### src/hw/rtl/iorb_pkg.sv
// shared types and constants for the in-order release reorder buffer
// no dependencies; imported by the top level

package iorb_pkg;

  // default sizing
  localparam int unsigned WINDOW_DEF   = 32;
  localparam int unsigned SEQ_BITS_DEF = 16;
  localparam int unsigned TAG_BITS_DEF = 16;

  // fixed port field widths
  localparam int unsigned SEQ_PORT_W = 16;
  localparam int unsigned TAG_PORT_W = 16;

  // result status codes
  typedef enum logic [1:0] {
    STATUS_RELEASED = 2'd0,
    STATUS_OLD      = 2'd1,
    STATUS_BEYOND   = 2'd2,
    STATUS_DONE     = 2'd3
  } status_e;

  // control sequencer
  typedef enum logic [1:0] {
    ST_IDLE,
    ST_EVAL,
    ST_DRAIN
  } state_e;

endpackage

### src/hw/rtl/in_order_release_reorder_buffer.sv
// top level of the in-order release reorder buffer
// depends on iorb_pkg and iorb_ram

// Takes numbered words (sequence number, payload tag, final flag on tlast)
// and releases them strictly in sequence order. A word at the expected
// number is released at once, followed by every consecutive held word as
// one run; tlast marks the last result of that run. Early words within
// WINDOW of the expected number are parked in a tag ram and give no
// result; a repeated number overwrites the parked tag. Old words, words
// beyond the window and anything after the final number was released are
// dropped with one status result (tuser). A word is captured in ST_IDLE
// and classified in the next cycle in ST_EVAL; a release run gives one
// result per cycle while the output register is free, paced by the single
// read port of the tag ram that fetches the next head slot while the
// current result is loaded. Results leave through an output register, and
// a new word is accepted while a result still waits there. Slot valid bits
// are flip-flops cleared at reset and on a cfg write, so there is no
// clearing pass. A cfg write (new first sequence number) restarts the
// block and must only be issued while idle.

module in_order_release_reorder_buffer
  import iorb_pkg::*;
#(
  parameter int unsigned WINDOW   = WINDOW_DEF,
  parameter int unsigned SEQ_BITS = SEQ_BITS_DEF,
  parameter int unsigned TAG_BITS = TAG_BITS_DEF
) (
  input  logic        clk_i,
  input  logic        rst_ni,

  // configuration: first sequence number
  input  logic        cfg_valid_i,
  output logic        cfg_ready_o,
  input  logic [15:0] cfg_data_i,

  // input words
  input  logic        s_axis_tvalid,
  output logic        s_axis_tready,
  input  logic [31:0] s_axis_tdata,   // seq_number[15:0], payload_tag[31:16]
  input  logic        s_axis_tlast,   // is_final

  // result words
  output logic        m_axis_tvalid,
  input  logic        m_axis_tready,
  output logic [39:0] m_axis_tdata,   // out_seq[15:0], out_tag[31:16],
                                      // stream_done[32], zero fill[39:33]
  output logic [1:0]  m_axis_tuser,   // status
  output logic        m_axis_tlast    // run_end
);

  localparam int unsigned PW = $clog2(WINDOW);
  localparam int unsigned CW = $clog2(WINDOW + 1);
  // stored tag never needs more than the port carries
  localparam int unsigned TW = (TAG_BITS < TAG_PORT_W) ? TAG_BITS : TAG_PORT_W;

  // control state
  state_e              state_q, state_d;
  logic [SEQ_BITS-1:0] expected_q, expected_d;
  logic [WINDOW-1:0]   slot_valid_q, slot_valid_d;
  logic [PW-1:0]       head_q, head_d;
  logic                final_known_q, final_known_d;
  logic [SEQ_BITS-1:0] final_seq_q, final_seq_d;
  logic                done_q, done_d;
  logic [CW-1:0]       cnt_q, cnt_d;
  logic                out_valid_q, out_valid_d;

  // captured input word
  logic [SEQ_BITS-1:0] seq_q, seq_d;
  logic [TW-1:0]       tag_q, tag_d;
  logic                fin_q, fin_d;

  // output register payload
  status_e             out_status_q, out_status_d;
  logic [15:0]         out_seq_q, out_seq_d;
  logic [15:0]         out_tag_q, out_tag_d;
  logic                out_done_q, out_done_d;
  logic                out_last_q, out_last_d;
  logic                load;

  // tag ram
  logic                ram_we;
  logic [PW-1:0]       ram_waddr;
  logic [TW-1:0]       ram_rdata;

  // classification of the captured word
  logic [SEQ_BITS-1:0] seq_gap;
  logic                is_match, is_old, is_beyond;
  logic [PW:0]         slot_sum;
  logic [PW-1:0]       slot_idx;
  logic [PW-1:0]       head_inc;

  // release of the word at the expected number
  logic                in_accept, cfg_accept, out_free;
  logic [TW-1:0]       rel_tag;
  logic                rel_fk;
  logic [SEQ_BITS-1:0] rel_fs;
  logic                rel_done;
  logic [CW-1:0]       cnt_next;
  logic                more;

  assign cfg_ready_o   = 1'b1;
  assign cfg_accept    = cfg_valid_i & cfg_ready_o;
  assign s_axis_tready = (state_q == ST_IDLE);
  assign in_accept     = s_axis_tvalid & s_axis_tready;
  // output register can take a word this cycle
  assign out_free      = ~out_valid_q | m_axis_tready;

  assign seq_gap   = seq_q - expected_q;
  assign is_match  = (seq_gap == '0);
  assign is_old    = seq_gap[SEQ_BITS-1];
  assign is_beyond = (32'(seq_gap) >= 32'(WINDOW));

  // held words have a gap below WINDOW, so one subtract wraps the slot
  assign slot_sum = {1'b0, head_q} + (PW+1)'(seq_gap);
  assign slot_idx = (slot_sum >= (PW+1)'(WINDOW)) ? PW'(slot_sum - (PW+1)'(WINDOW))
                                                 : PW'(slot_sum);
  assign head_inc = (head_q == PW'(WINDOW - 1)) ? '0 : head_q + 1'b1;

  // first release of a run uses the captured tag, the rest come from ram
  assign rel_tag  = (state_q == ST_EVAL) ? tag_q : ram_rdata;
  assign rel_fk   = final_known_q | ((state_q == ST_EVAL) & fin_q);
  assign rel_fs   = ((state_q == ST_EVAL) & fin_q) ? seq_q : final_seq_q;
  assign rel_done = done_q | (rel_fk & (expected_q == rel_fs));
  assign cnt_next = (state_q == ST_EVAL) ? CW'(1) : cnt_q + 1'b1;
  assign more     = ~rel_done & slot_valid_q[head_inc] & (cnt_next < CW'(WINDOW));

  always_comb begin
    state_d       = state_q;
    expected_d    = expected_q;
    slot_valid_d  = slot_valid_q;
    head_d        = head_q;
    final_known_d = final_known_q;
    final_seq_d   = final_seq_q;
    done_d        = done_q;
    cnt_d         = cnt_q;
    seq_d         = seq_q;
    tag_d         = tag_q;
    fin_d         = fin_q;
    out_status_d  = out_status_q;
    out_seq_d     = out_seq_q;
    out_tag_d     = out_tag_q;
    out_done_d    = out_done_q;
    out_last_d    = out_last_q;
    load          = 1'b0;
    ram_we        = 1'b0;
    ram_waddr     = slot_idx;

    case (state_q)
      ST_IDLE: begin
        if (in_accept) begin
          seq_d   = SEQ_BITS'(s_axis_tdata[15:0]);
          tag_d   = TW'(s_axis_tdata[31:16]);
          fin_d   = s_axis_tlast;
          state_d = ST_EVAL;
        end
      end

      ST_EVAL: begin
        if (done_q || (!is_match && (is_old || is_beyond))) begin
          // drop with a single status word
          if (out_free) begin
            load         = 1'b1;
            out_status_d = done_q ? STATUS_DONE : (is_old ? STATUS_OLD : STATUS_BEYOND);
            out_seq_d    = 16'(seq_q);
            out_tag_d    = 16'(tag_q);
            out_done_d   = done_q;
            out_last_d   = 1'b1;
            state_d      = ST_IDLE;
          end
        end else if (is_match) begin
          if (out_free) begin
            load          = 1'b1;
            out_status_d  = STATUS_RELEASED;
            out_seq_d     = 16'(expected_q);
            out_tag_d     = 16'(rel_tag);
            out_done_d    = rel_done;
            out_last_d    = ~more;
            final_known_d = rel_fk;
            final_seq_d   = rel_fs;
            done_d        = rel_done;
            slot_valid_d[head_q] = 1'b0;
            head_d        = head_inc;
            expected_d    = expected_q + 1'b1;
            cnt_d         = cnt_next;
            state_d       = more ? ST_DRAIN : ST_IDLE;
          end
        end else begin
          // park early word; slot is never the head, so no clash with the
          // head read issued in the same cycle
          ram_we                 = 1'b1;
          slot_valid_d[slot_idx] = 1'b1;
          if (fin_q) begin
            final_known_d = 1'b1;
            final_seq_d   = seq_q;
          end
          state_d = ST_IDLE;
        end
      end

      ST_DRAIN: begin
        if (out_free) begin
          load          = 1'b1;
          out_status_d  = STATUS_RELEASED;
          out_seq_d     = 16'(expected_q);
          out_tag_d     = 16'(rel_tag);
          out_done_d    = rel_done;
          out_last_d    = ~more;
          done_d        = rel_done;
          slot_valid_d[head_q] = 1'b0;
          head_d        = head_inc;
          expected_d    = expected_q + 1'b1;
          cnt_d         = cnt_next;
          state_d       = more ? ST_DRAIN : ST_IDLE;
        end
      end

      default: begin
        state_d = ST_IDLE;
      end
    endcase

    // restart from a new first sequence number
    if (cfg_accept) begin
      expected_d    = SEQ_BITS'(cfg_data_i);
      slot_valid_d  = '0;
      head_d        = '0;
      final_known_d = 1'b0;
      final_seq_d   = '0;
      done_d        = 1'b0;
    end

    if (load) begin
      out_valid_d = 1'b1;
    end else if (m_axis_tready) begin
      out_valid_d = 1'b0;
    end else begin
      out_valid_d = out_valid_q;
    end
  end

  always_ff @(posedge clk_i or negedge rst_ni) begin
    if (!rst_ni) begin
      state_q       <= ST_IDLE;
      expected_q    <= '0;
      slot_valid_q  <= '0;
      head_q        <= '0;
      final_known_q <= 1'b0;
      final_seq_q   <= '0;
      done_q        <= 1'b0;
      cnt_q         <= '0;
      out_valid_q   <= 1'b0;
    end else begin
      state_q       <= state_d;
      expected_q    <= expected_d;
      slot_valid_q  <= slot_valid_d;
      head_q        <= head_d;
      final_known_q <= final_known_d;
      final_seq_q   <= final_seq_d;
      done_q        <= done_d;
      cnt_q         <= cnt_d;
      out_valid_q   <= out_valid_d;
    end
  end

  always_ff @(posedge clk_i) begin
    seq_q        <= seq_d;
    tag_q        <= tag_d;
    fin_q        <= fin_d;
    out_status_q <= out_status_d;
    out_seq_q    <= out_seq_d;
    out_tag_q    <= out_tag_d;
    out_done_q   <= out_done_d;
    out_last_q   <= out_last_d;
  end

  // read address follows the next head, so read data always holds the
  // tag of the current head slot
  iorb_ram #(
    .WIDTH (TW),
    .DEPTH (WINDOW)
  ) u_tag_ram (
    .clk_i   (clk_i),
    .we_i    (ram_we),
    .waddr_i (ram_waddr),
    .wdata_i (tag_q),
    .raddr_i (head_d),
    .rdata_o (ram_rdata)
  );

  assign m_axis_tvalid = out_valid_q;
  assign m_axis_tdata  = {7'd0, out_done_q, out_tag_q, out_seq_q};
  assign m_axis_tuser  = out_status_q;
  assign m_axis_tlast  = out_last_q;

`ifndef ASSERT_OFF
  // a release word that is not the end of its run must continue the drain
  assert property (@(posedge clk_i) disable iff (!rst_ni)
    load && (out_status_d == STATUS_RELEASED) && !out_last_d |=> state_q == ST_DRAIN)
    else $error("release run ended without tlast");

  // every release advances the expected number by one
  assert property (@(posedge clk_i) disable iff (!rst_ni)
    load && (out_status_d == STATUS_RELEASED) && !cfg_accept
    |=> expected_q == SEQ_BITS'($past(expected_q) + 1'b1))
    else $error("expected number did not advance on release");

  // while the stream is open the head slot is empty between items
  assert property (@(posedge clk_i) disable iff (!rst_ni)
    (state_q == ST_IDLE) && !done_q |-> !slot_valid_q[head_q])
    else $error("held word left at head slot");

  // done stays set until a restart
  assert property (@(posedge clk_i) disable iff (!rst_ni)
    done_q && !cfg_accept |=> done_q)
    else $error("done flag cleared without restart");

  // head pointer stays inside the window
  assert property (@(posedge clk_i) disable iff (!rst_ni)
    32'(head_q) < 32'(WINDOW))
    else $error("head pointer out of range");
`endif

endmodule

### src/hw/rtl/iorb_ram.sv
// generic single-write, single-read ram with registered read data
// no dependencies

module iorb_ram #(
  parameter int unsigned WIDTH = 16,
  parameter int unsigned DEPTH = 32
) (
  input  logic                     clk_i,
  input  logic                     we_i,
  input  logic [$clog2(DEPTH)-1:0] waddr_i,
  input  logic [WIDTH-1:0]         wdata_i,
  input  logic [$clog2(DEPTH)-1:0] raddr_i,
  output logic [WIDTH-1:0]         rdata_o
);

  logic [WIDTH-1:0] mem_q [DEPTH];
  logic [WIDTH-1:0] rdata_q;

  always_ff @(posedge clk_i) begin
    if (we_i) begin
      mem_q[waddr_i] <= wdata_i;
    end
    rdata_q <= mem_q[raddr_i];
  end

  assign rdata_o = rdata_q;

endmodule
### config.mk
export PLATFORM = sky130hd
export DESIGN_NAME = in_order_release_reorder_buffer
export DESIGN_NICKNAME = d
export VERILOG_FILES = /design/src/hw/rtl/iorb_pkg.sv /design/src/hw/rtl/in_order_release_reorder_buffer.sv /design/src/hw/rtl/iorb_ram.sv
export SDC_FILE = /design/constraint.sdc
export NUM_CORES = 1
export LEC_CHECK = 0
export BUFFER_PORTS_ARGS = -buffer_cell sky130_fd_sc_hd__buf_2
export CORE_MARGIN = 10
export CORE_UTILIZATION = 40
export DETAILED_ROUTE_END_ITERATION = 10
export SETUP_SLACK_MARGIN = 0.15
export SLEW_MARGIN = 20
export SYNTH_ARGS = -nofsm -noshare
export SYNTH_HDL_FRONTEND = slang
export SYNTH_HIERARCHICAL = 1
export SYNTH_SLANG_ARGS = --single-unit
### constraint.sdc
create_clock -name clk_i -period 13.2 [get_ports clk_i]
set_input_delay 2.64 -clock clk_i [delete_from_list [all_inputs] [get_ports clk_i]]
set_output_delay 2.64 -clock clk_i [all_outputs]
set_load 0.05 [all_outputs]
==> results of run 1 <==
-- registers in the layout, indices dropped and copies added, names as in the netlist, 5 cells and up --
signal / cells
slot_valid_q: 32
head_q: 5
cnt_q: 6
final_seq_q: 16
tag_q: 16
seq_q: 16
u_tag_ram/mem_q: 512
expected_q: 16
u_tag_ram/rdata_o: 16
out_tag_q: 16
out_seq_q: 16
-- critical path, cell delays in order (launching register included) --
cell and delay [ns]:
dfrtp_1 0.46, ha_1 0.28, fa_1 0.42, nor2b_1 0.29, o31a_1 0.23, a21oi_1 0.10, nor4_2 0.37, a21boi_0 0.59
nand4_1 0.31, nor3_1 0.41, mux2_2 0.42, o22ai_4 0.41, buf_4 0.73, buf_4 0.92, mux2i_1 0.29, a22oi_1 0.14
nand4_1 0.17, nand3_1 0.08
-- logic make-up (layout without fill, tap and decap cells) --
logic type,after synthesis,count (layout),share of synthesized area
flops,677,677,0.670
simple gates,434,434,0.0730
compound gates,422,422,0.0954
mux,300,300,0.103
buf+inv,158,328,0.0317
xor+xnor,41,41,0.0124
fa+ha+maj,32,32,0.0141
other cells,2,10,0.000254
-- cell type report --
class,count,area [sq um],share of cell area
Sequential cell,677,19800,0.591
Multi-Input combinational cell,1237,8910,0.267
Clock buffer,109,2050,0.0614
Tap cell,959,1200,0.0359
Timing Repair Buffer,160,1070,0.0321
Clock inverter,23,273,0.00816
Inverter,36,135,0.00404
Antenna cell,2,5.00,0.000150
-- per-stage QoR --
| step | utilization | cell area [sq um] | hold WS (ns) |
|---|---|---|---|
| after floorplan | - | 29500 | 0.457 |
| after detailed placement | 0.423 | 30900 | 0.483 |
| final | 0.457 | 33400 | 0.492 |
| after global placement | 0.423 | 30900 | 0.470 |
| after CTS | 0.455 | 33300 | 0.496 |
| after global routing | 0.457 | 33400 | 0.520 |
-- synthesized netlist by cell type, types with 9 or more instances --
cell type,count
edfxtp_1,581
mux2i_1,290
nand2_1,149
a21oi_1,98
nor2_1,96
dfrtp_1,80
a22oi_1,70
o21ai_0,64
nand3_1,45
a22o_1,44
clkbuf_1,44
xnor2_1,35
a31oi_1,34
inv_1,34
buf_4,30
ha_1,30
buf_2,29
nor3_1,28
nand4_1,21
a21o_1,20
o22ai_1,20
dfxtp_1,16
a2bb2oi_1,15
and3_1,13
nor2b_1,10
nor4_1,9
-- power groups by stage --
stage,registers (uW),clock network [uW],logic (uW)
finish,2560,1990,748
global route,2570,2110,801
CTS,2580,2020,718
detailed placement,2620,0,716
global placement,2620,0,702
floorplan,2730,0,333
-- worst max path at each step --
stage	start	to	slack, ns	depth (start not counted)
floorplan	m_axis_tready	m_axis_tlast	7.18	6
global placement	m_axis_tready	u_tag_ram/rdata_o[13]	5.95	12
detailed placement	m_axis_tready	u_tag_ram/rdata_o[13]	5.79	12
CTS	expected_q[0]	u_tag_ram/rdata_o[13]	5.78	17
global route	expected_q[0]	u_tag_ram/rdata_o[6]	5.90	17
finish	expected_q[0]	u_tag_ram/rdata_o[13]	6.35	17
-- cells in the final DEF, fill, tap and decap left out, types with 35 or more instances in the layout --
master	n
xnor2_1	35
buf_2	90
mux2i_1	290
a22o_1	44
dfrtp_1	80
nand3_1	45
clkbuf_16	74
o21ai_0	64
nor2_1	96
edfxtp_1	581
buf_4	62
a22oi_1	70
nand2_1	149
a21oi_1	96
-- per-layer routing --
metal / vias to the layer above / global-route usage
met2: 651 / 0.290
met5: - / 0
met4: 0 / 0.0534
met1: 9276 / 0.246
met3: 113 / 0.0324
li1: 8199 / -
==> impl_metrics.toml, run 1 <==
[power_and_ir_drop]
total_power_uw = 5290
power.density_nw_per_um2 = 158
internal_power_uw = 3830
seq_power_share = 0.484
ir_drop_uv = 86.9
power.switching_uw = 1470
clockPowerShare = 0.375
swShare = 0.277
combPwrFrac = 0.141
leakage_uw = 0.0112

[critical_path]
reg2reg_slack_ns = 6.35
end_kind = "register"
cp-start-kind = "register"
arrival_ns = 7.33
r2r_end = "u_tag_ram/rdata_o[13]"
crit_type = "reg2reg"
path_max_fanout = 57
reg2reg_from = "expected_q[0]"
required_ns = 13.68
reg2reg_depth = 17

[floorplanning]
row_count = 99
die_h_um = 292
io_pins = 100
fp.dieW_um = 292
core-area_sq_um = 73100
start_util = 0.404
design.die.area_sq_um = 85000

[synthesis]
syn_inst = 2066
yosysTopAreaCell = "edfxtp_1"
synth_top_area_share = 0.591
yosys-top-cells-area = "edfxtp_1 (59%), mux2i_1 (9.8%), dfrtp_1 (6.8%), nand2_1 (1.9%), a22oi_1 (1.8%)"
synth_seq_area_share = 0.670
synth-async-reset-ratio = 0.118
yosysWarnings = 6
ys_ff_latch = 677
netlist_area_sq_um = 29500
synth_area_per_cell_sq_um = 14.3
synth-edff-count = 581
netlist-cell-type-count = 83
synth_ff_type = "edfxtp_1"

[finish]
finalNonFillerCells = 3203
syn2layout_area_growth_pct = 13.2
nNetsFinal = 2271
n_fill_cell = 6422
layout-drive-gt1-share = 0.137

[routing]
routed_via_density = 5.69
num_vias = 18239
antenna_left = 0
remaining_drc_errors = 0
drt_iter0_markers = 1650
route.met2.wl_um = 36800
detail_route.wl_per_cell_um = 24.5
routed-wl-met3_um = 5320
wl_met1_um = 34500
dr.pass1.iters = 5
top_layer = "met4"
wl_um = 78400

[clock_network]
post-cts-setup-buffers = 0
cts_buffers = 73
cts-resized-gates = 0
htreeDepth = 3
clkTransAtPathRegs_ns = 0.06
cts_tree = "built"
postCtsHoldBufs = 0
cts_buffer_depth = 3
clk_latency_ns = 0.62
root_buffer = "clkbuf_16"
clock-sinks = 677

[grt]
grt_pass1_vias = 17840
grt_overflow = 0
antenna_found_initial = 5
grt_pass1_wl_um = 117000
grtUsageTotal = 0.180
grt_max_degree = 61

[sta]
relSlewSlack = 0.233
fin_crit_sh = 0.519
rsz0062_at_grt = "no"
fmax_mhz = 146
hold_viol_final = 0
tns_ns = 0
fin_crit_ns = 6.85
finalMaxSlewViolations = 0
fin_worst_skew_ns = 0.0310
setup_viol = 0
fin_ws_ns = 6.35
worst_pin_slew_ns = 1.15

[outcome]
outcome = "completed"

[place]
port_buffers = 91
gp_congestion = 0.867
post-place-ws_ns = 5.79
place_inst = 3062
dp_hpwl_um = 47700

[hold_path]
min_delay_path_depth = 2
min_from = "final_known_q"
hold_path.class = "reg2reg"
min_to = "final_known_q"

[flow_run]
drv_cap = 0
(Power assumes the default switching activity.)
==> run 2, diff against run 1 <==
ABC_AREA = 1   (was not set)
clock period = 6.3 ns   (was 13.2 ns; I/O delays follow)
==> run 2 against run 1 <==
Compared with the run above:
- sequential power is 120% higher
- final area is 5.0% higher
- combinational power grew to 7.7 times the previous value
- critical path depth is 7 higher
- synthesized cell count is 55% higher
- clock skew is 0.0080 ns lower
- worst setup slack worse by 5.0 ns
- clock power is 110% higher
- largest power group is now combinational logic
- synthesized area is 6.3% higher
- routed wire length is 15% higher
- via count is 28% higher
- core utilization is 0.50 points lower
==> impl_metrics.toml, run 2 <==
[clock_network]
postCtsHoldBufs = 0
clock-sinks = 677
clk_latency_ns = 0.62
root_buffer = "clkbuf_16"
cts-resized-gates = 0
htreeDepth = 3
post-cts-setup-buffers = 0
cts_buffers = 72
clkTransAtPathRegs_ns = 0.06
cts_buffer_depth = 3
cts_tree = "built"

[critical_path]
crit_type = "reg2reg"
arrival_ns = 5.48
cp-start-kind = "register"
reg2reg_slack_ns = 1.32
path_max_fanout = 47
required_ns = 6.80
end_kind = "register"

[routing]
detail_route.wl_per_cell_um = 20.6
dr.pass1.iters = 6
wl_um = 90000
num_vias = 23437
routed_via_density = 5.35
remaining_drc_errors = 0
drt_iter0_markers = 2342
antenna_left = 0

[sta]
fin_worst_skew_ns = 0.0230
finalMaxSlewViolations = 0
worst_pin_slew_ns = 1.11
hold_viol_final = 0
fin_crit_sh = 0.790
setup_viol = 0
fmax_mhz = 201
tns_ns = 0
rsz0062_at_grt = "no"
relSlewSlack = 0.255
fin_crit_ns = 4.98
fin_ws_ns = 1.32

[finish]
syn2layout_area_growth_pct = 11.9
multiInputGateArea_sq_um = 9880
seq_area_sq_um = 19800
layout-drive-gt1-share = 0.0896
final_common_cell = "nand2_1"
finalNonFillerCells = 4377
top_regs = "u_tag_ram/mem_q x512, slot_valid_q x32"
largest_reg_flops = 512
nNetsFinal = 3363
n_fill_cell = 7382
most-common-layout-cells = "nand2_1 (1117), edfxtp_1 (581), nand3_1 (493)"
final_util = 0.452
regMostFlops = "u_tag_ram/mem_q"

[power_and_ir_drop]
power.switching_uw = 6370
swShare = 0.410
total_power_uw = 15500
power.density_nw_per_um2 = 443
leakage_uw = 0.0139
ir_drop_uv = 295
seq_power_share = 0.361
internal_power_uw = 9180
clockPowerShare = 0.269
combPwrFrac = 0.369

[floorplanning]
die_h_um = 300
fp.dieW_um = 300
row_count = 102
start_util = 0.404
io_pins = 100
core-area_sq_um = 77600
design.die.area_sq_um = 90100

[place]
port_buffers = 91
gp_congestion = 0.892
place_inst = 4243
dp_hpwl_um = 53600
post-place-ws_ns = 1.40

[synthesis]
yosys-top-cells-area = "edfxtp_1 (56%), nand2_1 (13%), nand3_1 (7.9%), dfrtp_1 (6.4%), o21ai_0 (3.0%)"
synth-edff-count = 581
synthTopCellsByCount = "nand2_1 (1118), edfxtp_1 (581), nand3_1 (493)"
synth.most_common_cell = "nand2_1"
yosysWarnings = 6
synth_seq_area_share = 0.630
synth-async-reset-ratio = 0.118
syn_inst = 3201
yosysTopAreaCell = "edfxtp_1"
synth_area_per_cell_sq_um = 9.80
netlist-cell-type-count = 42
synth_ff_type = "edfxtp_1"
ys_ff_latch = 677
netlist_area_sq_um = 31400
synth_top_area_share = 0.556

[grt]
grt_max_degree = 175
grtUsageTotal = 0.196
grt_pass1_vias = 22149
antenna_found_initial = 0
grt_pass1_wl_um = 138000
grt_overflow = 0

[outcome]
outcome = "completed"

[hold_path]
hold_path.class = "reg2reg"

[flow_run]
drv_cap = 0
-- run 2: cell count changes in the layout (fill, tap and decap cells not counted), sizes merged, moves of 43 or more --
cell and delta:
nand3 +452, inv +161, a22oi -70, o21ai +135, nand2 +970, mux2i -290, o211ai +43, a22o -44
-- run 2: final cells by class --
class                   count  share of cell area
repair buffers            169              0.0312
clock buffers             101              0.0562
clock inverters            32             0.00962
diodes                      1           0.0000713
flip-flops and latches    677               0.563
multi-input cells        2160               0.281
well taps                1040              0.0371
inverters                 197              0.0214
-- run 2: path summary, 6_finish.rpt --
path	cells after the start	to	start
setup / recovery	24	u_tag_ram/rdata_o[13]	expected_q[4]
hold / removal	2	slot_valid_q[4]	slot_valid_q[4]
setup reg to reg	24	u_tag_ram/rdata_o[13]	expected_q[4]
hold reg to reg	2	slot_valid_q[4]	slot_valid_q[4]
max in group asynchronous	2	final_seq_q[10]	rst_ni
min in group asynchronous	1	slot_valid_q[7]	rst_ni
-- run 2: logic make-up (layout without fill, tap and decap cells) --
group,Yosys count,after routing,share of synthesized area
AOI/OAI and AO/OA,329,329,0.0573
xor gates and xnor gates,19,19,0.00530
adders and majority gates,32,32,0.0132
buffers and inverters,370,499,0.0579
DFF,677,677,0.630
other,2,9,0.000239
and+or+nand+nor,1772,1772,0.236
-- run 2: per-layer routing --
| layer | routed length (um) | vias up | global-route usage |
|---|---|---|---|
| li1 | - | 11037 | - |
| met1 | 38800 | 11299 | 0.272 |
| met2 | 42300 | 973 | 0.316 |
| met3 | 6900 | 128 | 0.0309 |
| met4 | 1940 | 0 | 0.0514 |
| met5 | 0 | - | 0 |
-- run 2: metrics by stage --
step                instance area [sq um]  hold WS [ns]
floorplan                           31400         0.453
global placement                    32800         0.469
detailed placement                  32800         0.473
CTS                                 35100         0.487
global route                        35100         0.512
finish                              35100         0.487
-- run 2: power groups by stage --
| stage | Clock (uW) | Combinational [uW] | Sequential (uW) |
|---|---|---|---|
| 6_report | 4180 | 5740 | 5620 |
| 3_5_place_dp | 0 | 5660 | 5700 |
| 5_1_grt | 4440 | 6310 | 5640 |
| 4_1_cts | 4250 | 5680 | 5610 |
| 3_3_place_gp | 0 | 5620 | 5700 |
| 2_1_floorplan | 0 | 3650 | 5940 |
-- run 2: critical path, stage by stage, from the launching register on --
cell     delay, ns
dfrtp_1       0.47
inv_1         0.10
ha_1          0.37
nand2_1       0.14
nor2_1        0.12
nand2_1       0.09
nand3_1       0.14
nand2_1       0.07
nand2_1       0.11
nand3_1       0.11
nor3_1        0.42
nand3_2       0.28
nor2_1        0.31
nand2_1       0.09
nand3_1       0.14
a21oi_4       0.08
inv_4         0.52
buf_4         0.51
nand3_1       0.13
nand3_1       0.11
nand2_1       0.06
nand2_1       0.13
nand2_1       0.11
nand2_1       0.15
nand2_1       0.07
